File: src/rtl/core/erg_pkg.sv
package erg_pkg;

	localparam int MAX_STEPS = 32;
	localparam int STEP_W    = $clog2(MAX_STEPS);
	localparam int LEN_W     = STEP_W + 1;
	localparam int NCELLS    = 2 * MAX_STEPS - 1;
	localparam int POS_W     = $clog2(NCELLS);
	localparam int GAIN_W    = 9;
	localparam int GRID_W    = 32;
	localparam int DATA_W    = 32;
	localparam int IDX_W     = 3;

	localparam logic [GAIN_W-1:0] GAIN_UNITY = GAIN_W'(256);

	typedef enum logic [1:0] {
		MODE_BYPASS = 2'd0,
		MODE_GRID   = 2'd1,
		MODE_EUCLID = 2'd2
	} mode_t;

	typedef enum logic [IDX_W-1:0] {
		REG_MODE     = 3'd0,
		REG_LENGTH   = 3'd1,
		REG_PULSES   = 3'd2,
		REG_ROTATION = 3'd3,
		REG_GRID     = 3'd4,
		REG_DEPTH    = 3'd5
	} reg_idx_t;

	typedef struct packed {
		logic [LEN_W-1:0] len;
		logic [LEN_W-1:0] pulses;
	} erg_pat_t;

	typedef struct packed {
		logic             valid;
		logic             direct;
		logic             on;
		logic [POS_W-1:0] target;
		logic [LEN_W-1:0] bucket;
	} erg_item_t;

endpackage

File: src/rtl/core/erg_cell.sv
module erg_cell
	import erg_pkg::*;
(
	input  logic                  clk,
	input  logic                  arst_n,
	input  logic                  en,
	input  logic [POS_W-1:0]      idx,
	input  erg_pat_t              pat,
	input  erg_item_t             item_in,
	output erg_item_t             item_out
);

	logic             valid_q;
	logic             direct_q;
	logic             on_q;
	logic [POS_W-1:0] target_q;
	logic [LEN_W-1:0] bucket_q;

	logic [LEN_W-1:0] sum;
	logic             wrap;
	logic [LEN_W-1:0] bucket_nxt;
	logic             on_nxt;

	always_comb begin
		sum        = item_in.bucket + pat.pulses;
		wrap       = (sum >= pat.len);
		bucket_nxt = wrap ? (sum - pat.len) : sum;
		on_nxt     = (!item_in.direct && (item_in.target == idx)) ? wrap : item_in.on;
	end

	always_ff @(posedge clk or negedge arst_n) begin
		if (!arst_n) begin
			valid_q <= 1'b0;
		end else if (en) begin
			valid_q <= item_in.valid;
		end
	end

	always_ff @(posedge clk) begin
		if (en) begin
			direct_q <= item_in.direct;
			on_q     <= on_nxt;
			target_q <= item_in.target;
			bucket_q <= bucket_nxt;
		end
	end

	assign item_out = '{valid: valid_q, direct: direct_q, on: on_q,
		target: target_q, bucket: bucket_q};

endmodule

File: src/rtl/core/euclidean_rhythm_step_gate_top.sv
// Rhythmic gain gate, one band: step index in, on/off state and target gain out.
// Request channel: in_valid / in_stall with step_index. Result channel:
// out_valid / out_stall with step_on and target_gain (Q1.8, 256 is unity).
// Configuration: cfg_valid / cfg_ready with cfg_index and cfg_data; cfg_ready is
// always high and a write lands at that edge. Write registers only while idle.
// Throughput is one request per cycle while the result is not stalled. The
// Euclidean pattern is walked by a row of 2*MAX_STEPS-1 bucket cells, one
// Bresenham step per cell, and every request passes the whole row whatever the
// mode, followed by the output register.
// When the receiver stalls a valid result, the whole row holds and in_stall
// rises in the same cycle; it falls as soon as the result is taken.
// Reset empties the row and the output register and loads the register
// defaults: grid mode, length 16, 8 pulses, no rotation, empty grid, full depth.
module euclidean_rhythm_step_gate_top
	import erg_pkg::*;
(
	input  logic              clk,
	input  logic              arst_n,
	input  logic              in_valid,
	output logic              in_stall,
	input  logic [STEP_W-1:0] step_index,
	output logic              out_valid,
	input  logic              out_stall,
	output logic              step_on,
	output logic [GAIN_W-1:0] target_gain,
	input  logic              cfg_valid,
	output logic              cfg_ready,
	input  logic [IDX_W-1:0]  cfg_index,
	input  logic [DATA_W-1:0] cfg_data
);

	logic [1:0]        mode_q;
	logic [LEN_W-1:0]  length_q;
	logic [LEN_W-1:0]  pulses_q;
	logic [STEP_W-1:0] rotation_q;
	logic [GRID_W-1:0] grid_q;
	logic [GAIN_W-1:0] depth_q;

	logic              out_valid_q;
	logic              step_on_q;
	logic [GAIN_W-1:0] target_gain_q;

	logic              adv;
	logic [LEN_W-1:0]  len_eff;
	logic [LEN_W-1:0]  pulses_eff;
	logic              empty;
	logic [STEP_W-1:0] rot_eff;
	logic [GAIN_W-1:0] depth_eff;
	erg_pat_t          pat;
	erg_item_t         head;
	erg_item_t         chain [NCELLS+1];

	assign cfg_ready = 1'b1;

	always_ff @(posedge clk or negedge arst_n) begin
		if (!arst_n) begin
			mode_q     <= MODE_GRID;
			length_q   <= LEN_W'(16);
			pulses_q   <= LEN_W'(8);
			rotation_q <= '0;
			grid_q     <= '0;
			depth_q    <= GAIN_UNITY;
		end else if (cfg_valid && cfg_ready) begin
			unique case (cfg_index)
				REG_MODE:     mode_q     <= cfg_data[1:0];
				REG_LENGTH:   length_q   <= cfg_data[LEN_W-1:0];
				REG_PULSES:   pulses_q   <= cfg_data[LEN_W-1:0];
				REG_ROTATION: rotation_q <= cfg_data[STEP_W-1:0];
				REG_GRID:     grid_q     <= cfg_data[GRID_W-1:0];
				REG_DEPTH:    depth_q    <= cfg_data[GAIN_W-1:0];
				default:      ;
			endcase
		end
	end

	// clamp the pattern and depth settings
	always_comb begin
		len_eff    = (length_q > LEN_W'(MAX_STEPS)) ? LEN_W'(MAX_STEPS) : length_q;
		pulses_eff = (pulses_q > len_eff) ? len_eff : pulses_q;
		empty      = (len_eff == '0) || (pulses_eff == '0);
		rot_eff    = ((rotation_q != '0) && ({1'b0, rotation_q} < len_eff)) ?
			rotation_q : '0;
		depth_eff  = (depth_q > GAIN_UNITY) ? GAIN_UNITY : depth_q;
	end

	assign pat = '{len: len_eff, pulses: pulses_eff};

	assign adv      = !out_valid_q || !out_stall;
	assign in_stall = !adv;

	always_comb begin
		head.valid  = in_valid;
		head.target = POS_W'(step_index) + POS_W'(rot_eff);
		head.bucket = '0;
		unique case (mode_q)
			MODE_GRID: begin
				head.direct = 1'b1;
				head.on     = grid_q[step_index];
			end
			MODE_EUCLID: begin
				head.direct = empty;
				head.on     = 1'b0;
			end
			default: begin
				head.direct = 1'b1;
				head.on     = 1'b1;
			end
		endcase
	end

	assign chain[0] = head;

	for (genvar g = 0; g < NCELLS; g++) begin : g_cell
		erg_cell u_cell (
			.clk      (clk),
			.arst_n   (arst_n),
			.en       (adv),
			.idx      (POS_W'(g)),
			.pat      (pat),
			.item_in  (chain[g]),
			.item_out (chain[g+1])
		);
	end

	always_ff @(posedge clk or negedge arst_n) begin
		if (!arst_n) begin
			out_valid_q <= 1'b0;
		end else if (adv) begin
			out_valid_q <= chain[NCELLS].valid;
		end
	end

	always_ff @(posedge clk) begin
		if (adv) begin
			step_on_q     <= chain[NCELLS].on;
			target_gain_q <= chain[NCELLS].on ? GAIN_UNITY : (GAIN_UNITY - depth_eff);
		end
	end

	assign out_valid   = out_valid_q;
	assign step_on     = step_on_q;
	assign target_gain = target_gain_q;

`ifndef ASSERT_OFF
	a_stall_tracks_out: assert property (@(posedge clk) disable iff (!arst_n)
		in_stall == (out_valid && out_stall))
		else $error("in_stall does not follow the output register");

	a_on_unity: assert property (@(posedge clk) disable iff (!arst_n)
		(out_valid && step_on) |-> (target_gain == GAIN_UNITY))
		else $error("on step without unity gain");

	a_row_to_out: assert property (@(posedge clk) disable iff (!arst_n)
		(chain[NCELLS].valid && adv) |=> out_valid)
		else $error("result from last cell lost");
`endif

endmodule

File: config.mk
export PLATFORM = sky130hd
export DESIGN_NAME = euclidean_rhythm_step_gate_top
export DESIGN_NICKNAME = d
export VERILOG_FILES = /design/src/rtl/core/erg_pkg.sv /design/src/rtl/core/erg_cell.sv /design/src/rtl/core/euclidean_rhythm_step_gate_top.sv
export SDC_FILE = /design/constraint.sdc
export NUM_CORES = 2
export LEC_CHECK = 0
export BUFFER_PORTS_ARGS = -buffer_cell sky130_fd_sc_hd__buf_2
export CORE_AREA = 2 2 472 474
export CTS_BUF_LIST = sky130_fd_sc_hd__clkbuf_4 sky130_fd_sc_hd__clkbuf_8
export DETAILED_ROUTE_END_ITERATION = 6
export DIE_AREA = 0 0 474 476
export HOLD_SLACK_MARGIN = 0.15
export PLACE_DENSITY = 0.54
export SLEW_MARGIN = 25
export SYNTH_ARGS = -nofsm -noshare
export SYNTH_HDL_FRONTEND = slang
export SYNTH_HIERARCHICAL = 1
export SYNTH_SLANG_ARGS = --single-unit
File: constraint.sdc
create_clock -name clk -period 48.7 [get_ports clk]
set_input_delay 2.435 -clock clk [delete_from_list [all_inputs] [get_ports clk]]
set_output_delay 2.435 -clock clk [all_outputs]
set_load 0.005 [all_outputs]
# Word level (Yosys, flattened, before mapping)
# Index checks and enable logic that the tools add are counted.
[op_classes] muxes=132 addsub=126 n_div=0 n_mul=0 n_reduce_logical=143 order_cmp=68 n_bitwise=0 shifts=0 n_eq_ne=69
[op_table] cell="$mux W6" n=64
[op_table] cell="$ge A6 B6 Y1" n=63
[op_table] cell="$add A6 B6 Y6" n=62
[op_table] cell="$sub A6 B6 Y6" n=62
[op_table] cell="$eq A6 B6 Y1 const B" n=31
[op_table] cell="$eq A6 B5 Y1 const B" n=16
[op_table] cell="$logic_not A1 Y1" n=66
[op_table] cell="$logic_and A1 B1 Y1" n=64
[op_table] cell="$mux W1" n=64
[op_table] cell="$eq A6 B4 Y1 const B" n=8
[op_table] cell="$eq A6 B3 Y1 const B" n=4
[op_table] cell="$logic_not A6 Y1" n=3
[op_table] cell="$eq A6 B2 Y1 const B" n=2
[op_table] cell="$reduce_and A2 Y1" n=6
[op_table] cell="$gt A9 B9 Y1 const B" n=1
[op_table] cell="$mux W9" n=1
[op_table] cell="$sub A9 B9 Y9 const A" n=1
[op_table] cell="$add A5 B5 Y6" n=1
[op_table] cell="$eq A3 B2 Y1 const B" n=2
[op_table] cell="$eq A3 B3 Y1 const B" n=2
[op_table] cell="$eq A6 B1 Y1 const B" n=1
[op_table] cell="$gt A6 B6 Y1" n=1
[op_table] cell="$gt A6 B6 Y1 const B" n=1
[op_table] cell="$lt A5 B6 Y1" n=1
[op_table] cell="other kinds (10)" n=11
[totals] output_inout_bits=13 mem_count=0 elab_cells=859 mem_bits_ro=0 input_bits=45 latchBits=0 register_bits=1003 ramBits=0

# Logic depth before layout (Yosys ltp)
[logic_depth] word_depth=10 ltp_mapped=21 mapped_depth_nobuf=20

# Modules after synthesis
# Netlist, hierarchy kept.
[modules_own_cells] mod="erg_cell (g_cell[0].u_cell ...)" n_inst=20 area_per_inst_um2=1102.3 seq_area_each_um2=445.4 cells_per_inst=92
[modules_own_cells] mod="erg_cell (g_cell[12].u_cell ...)" n_inst=20 area_per_inst_um2=1081.0 seq_area_each_um2=445.4 cells_per_inst=96
[modules_own_cells] mod="erg_cell (g_cell[49].u_cell ...)" n_inst=14 area_per_inst_um2=1083.5 seq_area_each_um2=445.4 cells_per_inst=92
[modules_own_cells] mod="erg_cell (g_cell[5].u_cell ...)" n_inst=5 area_per_inst_um2=1101.1 seq_area_each_um2=445.4 cells_per_inst=90
[modules_own_cells] mod="euclidean_rhythm_step_gate_top" n_inst=1 area_per_inst_um2=3728.6 seq_area_each_um2=1831.8 cells_per_inst=291
[modules_own_cells] mod="erg_cell (g_cell[22].u_cell)" n_inst=1 area_per_inst_um2=1106.1 seq_area_each_um2=445.4 cells_per_inst=92
[modules_own_cells] mod="erg_cell (g_cell[27].u_cell)" n_inst=1 area_per_inst_um2=1098.6 seq_area_each_um2=445.4 cells_per_inst=94
[modules_own_cells] mod="erg_cell (g_cell[59].u_cell)" n_inst=1 area_per_inst_um2=1097.3 seq_area_each_um2=445.4 cells_per_inst=90
[modules_own_cells] mod="erg_cell (g_cell[48].u_cell)" n_inst=1 area_per_inst_um2=1082.3 seq_area_each_um2=445.4 cells_per_inst=92

# Worst setup path after synthesis
# Ideal clock, no wire load.
[synth_timing] path_type="in2out" startpoint="input out_stall" endpoint="output in_stall" required_time_ns=46.265 t_arrival_ns=23.385 n_path_buf=0 slack_ns=22.880 cell_stages=2 cell_sequence="nand2_1 > inv_1"
[synth_between] elab_chain_len=3
[synth_rtl] element="start: declaration" line="euclidean_rhythm_step_gate_top.sv:23" text="input logic out_stall,"
[synth_rtl] element="$logic_not A1 Y1" line="euclidean_rhythm_step_gate_top.sv:88" text="assign adv = !out_valid_q || !out_stall;"
[synth_rtl] element="$logic_or A1 B1 Y1" line="euclidean_rhythm_step_gate_top.sv:88"
[synth_rtl] element="$logic_not A1 Y1" line="euclidean_rhythm_step_gate_top.sv:89" text="assign in_stall = !adv;"
[synth_rtl] element="end: declaration" line="euclidean_rhythm_step_gate_top.sv:20" text="output logic in_stall,"
# Every way passes these cells.

# Worst setup path in the final report
[layout_timing] startpoint="register length_q[5]" endpoint="register g_cell[29].u_cell.bucket_q[1], data pin"
[layout_between] elab_chain_len=7 word_cells_on_any_way=8 classes_between="2 x add/sub; 3 x order compare; 3 x mux"
[layout_rtl] element="start: declaration" line="euclidean_rhythm_step_gate_top.sv:33" text="logic [LEN_W-1:0] length_q;"
[layout_rtl] element="start signal: assignment" line="euclidean_rhythm_step_gate_top.sv:66" text="REG_LENGTH: length_q <= cfg_data[LEN_W-1:0];"
[layout_rtl] element="$gt A6 B6 Y1 *" line="euclidean_rhythm_step_gate_top.sv:78" text="len_eff = (length_q > LEN_W'(MAX_STEPS)) ? LEN_W'(MAX_STEPS) : length_q;"
[layout_rtl] element="$mux W6 *" line="euclidean_rhythm_step_gate_top.sv:78"
[layout_rtl] element="via len_eff[0]" line="euclidean_rhythm_step_gate_top.sv:44" text="logic [LEN_W-1:0] len_eff;"
[layout_rtl] element="$gt A6 B6 Y1 *" line="euclidean_rhythm_step_gate_top.sv:79" text="pulses_eff = (pulses_q > len_eff) ? len_eff : pulses_q;"
[layout_rtl] element="$mux W6 *" line="euclidean_rhythm_step_gate_top.sv:79"
[layout_rtl] element="via pulses_eff[1]" line="euclidean_rhythm_step_gate_top.sv:45" text="logic [LEN_W-1:0] pulses_eff;"
[layout_rtl] element="$add A6 B6 Y6 *" line="erg_cell.sv:25" text="sum = item_in.bucket + pat.pulses;"
[layout_rtl] element="$sub A6 B6 Y6 or $ge A6 B6 Y1 (tied branches)" line="erg_cell.sv:27, erg_cell.sv:26"
[layout_rtl] element="$mux W6 *" line="erg_cell.sv:27" text="bucket_nxt = wrap ? (sum - pat.len) : sum;"
[layout_rtl] element="via g_cell[29].u_cell.bucket_nxt[1]" line="erg_cell.sv:21" text="logic [LEN_W-1:0] bucket_nxt;"
[layout_rtl] element="end signal: assignment" line="erg_cell.sv:44" text="bucket_q <= bucket_nxt;"
[layout_rtl] element="end: declaration" line="erg_cell.sv:17" text="logic [LEN_W-1:0] bucket_q;"
# Mark *: on every way through the listed nets, which the timed path passes. The rest lies on a longest branch.
# A chain may end at the register's enable or synchronous reset.

==> parameters.txt <==
Parameter                              Value

Timing
  Setup violators final    0
  Final worst slack    41.56 ns
  Transition time at the pin with the least slew margin    0.9547 ns
  Number of hold-slack violations in the final timing report    0
  Max-slew violation count    0
  Clock period minus final worst setup slack    7.140 ns
  Worst relative slew slack    36.36%
  Highest attainable clock frequency    0.1401 GHz
  Post-route clock period utilization    14.66%
  Setup repair after global routing missed its margin    false
  Clock tree skew after final layout    0.06105 ns
  Setup TNS after final layout    0 ns

Setup path
  Critical Path, Cell by Cell    buf_4 > nor2b_4 > buf_4 > ha_1 > nand2b_1 > a21oi_1 > o31a_1 > o22a_1 > mux2_8 > buf_4 > buf_4 > ha_1 > a211oi_1 > o21bai_1 > a21oi_1 > xnor2_1 > inv_1 > ha_1 > nor2_1 > a311oi_2 > mux2_2
  Critical path data required time    49.34 ns
  Worst stage delay on the critical path    0.64 ns
  CP arrival    7.78 ns
  Critical path startpoint category    register
  Delay-heaviest family, CP    buffers and inverters
  Critical path's most frequent cell    sky130_fd_sc_hd__buf_4
  Kind of end point of the critical path    register
  Register-to-register path setup slack    41.56 ns
  Buffers plus inverters on the worst setup path    5
  Critical path class    register to register
  Cell with the biggest individual delay on the critical path    sky130_fd_sc_hd__mux2_8
  Top fanout value on the critical path    40

Global routing
  Gr usage total    13.47%
  Initial antenna violation count    3
  Via count of the first global-routing pass    47.38k
  Largest net degree at the start of global routing    195
  Global-route congestion overflow total    0
  Wire length of the first global-routing pass    245.7 mm

CTS
  # resized after CTS    0
  Post-CTS setup buffer count    0
  CTS H-Tree Depth    4
  Number of buffers created by CTS    189
  Number of sinks handled by clock tree synthesis    1003
  CTS Root Buffer Type    sky130_fd_sc_hd__clkbuf_8
  Clock latency of the later-clocked register in the worst-skew pair    0.94 ns
  CTS tree    yes
  CTS hold repair buffers    0
  Maximum root-to-sink buffer count    3
  Clock transition at the registers of the reported paths    0.06 ns

Logic synthesis
  Number of instances in the synthesized netlist    6122
  Total of warnings raised by yosys    6
  Post-Synthesis Cell Area    71880 um2
  Mean area per synthesized cell    11.74 um2

Detailed routing
  # DRC    0
  Initial DRC count    2197
  Wire length per cell after detailed routing    15.66 um
  Total routed wirelength    151.8 mm
  Vias per cell    4.752
  Post-route antenna net violation count    0
  First drt pass iteration count    7
  Total vias in the final route    46.05k

Final layout
  Count of filler cells inserted in the layout    21.53k
  Final core occ    36.16%
  Number of nets in the layout    7454
  Commonest cells after routing, fill and taps aside    sky130_fd_sc_hd__edfxtp_1, sky130_fd_sc_hd__ha_1, sky130_fd_sc_hd__inv_1
  Area growth from synthesis to layout    11.18%
  Layout Cell Area excl Fill    79910 um2
  Share of final-layout standard cells stronger than drive strength 1    13.79%
  Most common cell after layout, fill and taps aside    sky130_fd_sc_hd__edfxtp_1

Die
  X dimension of the die    474 um
  Die Area    225600 um2
  Vertical extent of the die    476 um
  Core footprint    221000 um2
  Number of core rows    173
  Number of top-level pins    58
  Initial core utilization    32.52%

Placed design
  Pre-CTS setup slack    41.45 ns
  Buffers added on ports    56
  Sum of net half-perimeters after detailed placement    100.4 mm
  Cell Area, Placed    75960 um2
  Weighted congestion at the end of routability-driven global placement    0.7830

Outcome
  Outcome    finished clean

Worst hold path
  Path category of the worst min-delay check    register to register

Flow run
  # Max-Cap Violations    0
==> layer usage <==
layer	global-route usage (%)	wire length [um]	share of wire, %	vias up
li1	-	-	-	22890
met5	0	16	0.011	-
met4	3.543	3229	2.1	2
met2	23.13	72310	48	678
met3	2.270	5518	3.6	236
met1	17.49	70710	47	22240
==> cell type report <==
cell class                 count  area, um2  share of cell area, %
timing repair buffer          93      624.3                 0.7813
antenna                        2      5.005               0.006263
multi-input combinational   4727      40070                  50.15
clock inverter                89      823.3                  1.030
sequential                  1003      29510                  36.93
tap                         2975       3722                  4.658
inverter                     557       2101                  2.629
clock buffer                 245       3053                  3.820
==> worst paths after layout <==
kind,startpoint,endpoint,cells past startpoint
setup / recovery,length_q[5]$_DFFE_PN0P_,g_cell[29].u_cell/bucket_q[1]$_DFFE_PP_,21
hold / removal,g_cell[7].u_cell/direct_q$_DFFE_PP_,g_cell[8].u_cell/direct_q$_DFFE_PP_,0
setup reg to reg,length_q[5]$_DFFE_PN0P_,g_cell[29].u_cell/bucket_q[1]$_DFFE_PP_,21
hold reg to reg,g_cell[7].u_cell/direct_q$_DFFE_PP_,g_cell[8].u_cell/direct_q$_DFFE_PP_,0
max in group asynchronous,arst_n,g_cell[21].u_cell/valid_q$_DFFE_PN0P_,3
min in group asynchronous,arst_n,grid_q[17]$_DFFE_PN0P_,1
==> per-stage QoR <==
step,hold slack [ns],std cells
6_report,0.4461,9691
5_1_grt,0.4553,9690
4_1_cts,0.4431,9687
3_5_place_dp,0.4350,9353
3_3_place_gp,0.4333,9353
2_1_floorplan,0.4473,6506
==> worst register-to-register path: cells and delay by family (launching register included) <==
family	cells	cell delay, ns
xor+xnor	1	0.17
compound gates	7	1.79
fa+ha+maj	3	0.93
flops	1	0.47
mux	2	1.05
buf+inv	5	2.10
simple gates	3	0.37
==> registers in the layout, summed over array words and instances, names as in the netlist <==
signal,flops
target_gain,9
length_q,6
step_on,1
g_cell.u_cell/direct_q,62
pulses_q,6
g_cell.u_cell/target_q,372
g_cell.u_cell/valid_q,63
rotation_q,5
out_valid,1
grid_q,32
depth_q,9
g_cell.u_cell/on_q,63
mode_q,2
g_cell.u_cell/bucket_q,372
Power is not shown: default switching activity piles up to over one toggle a cycle in this logic, so the estimate is an artifact.
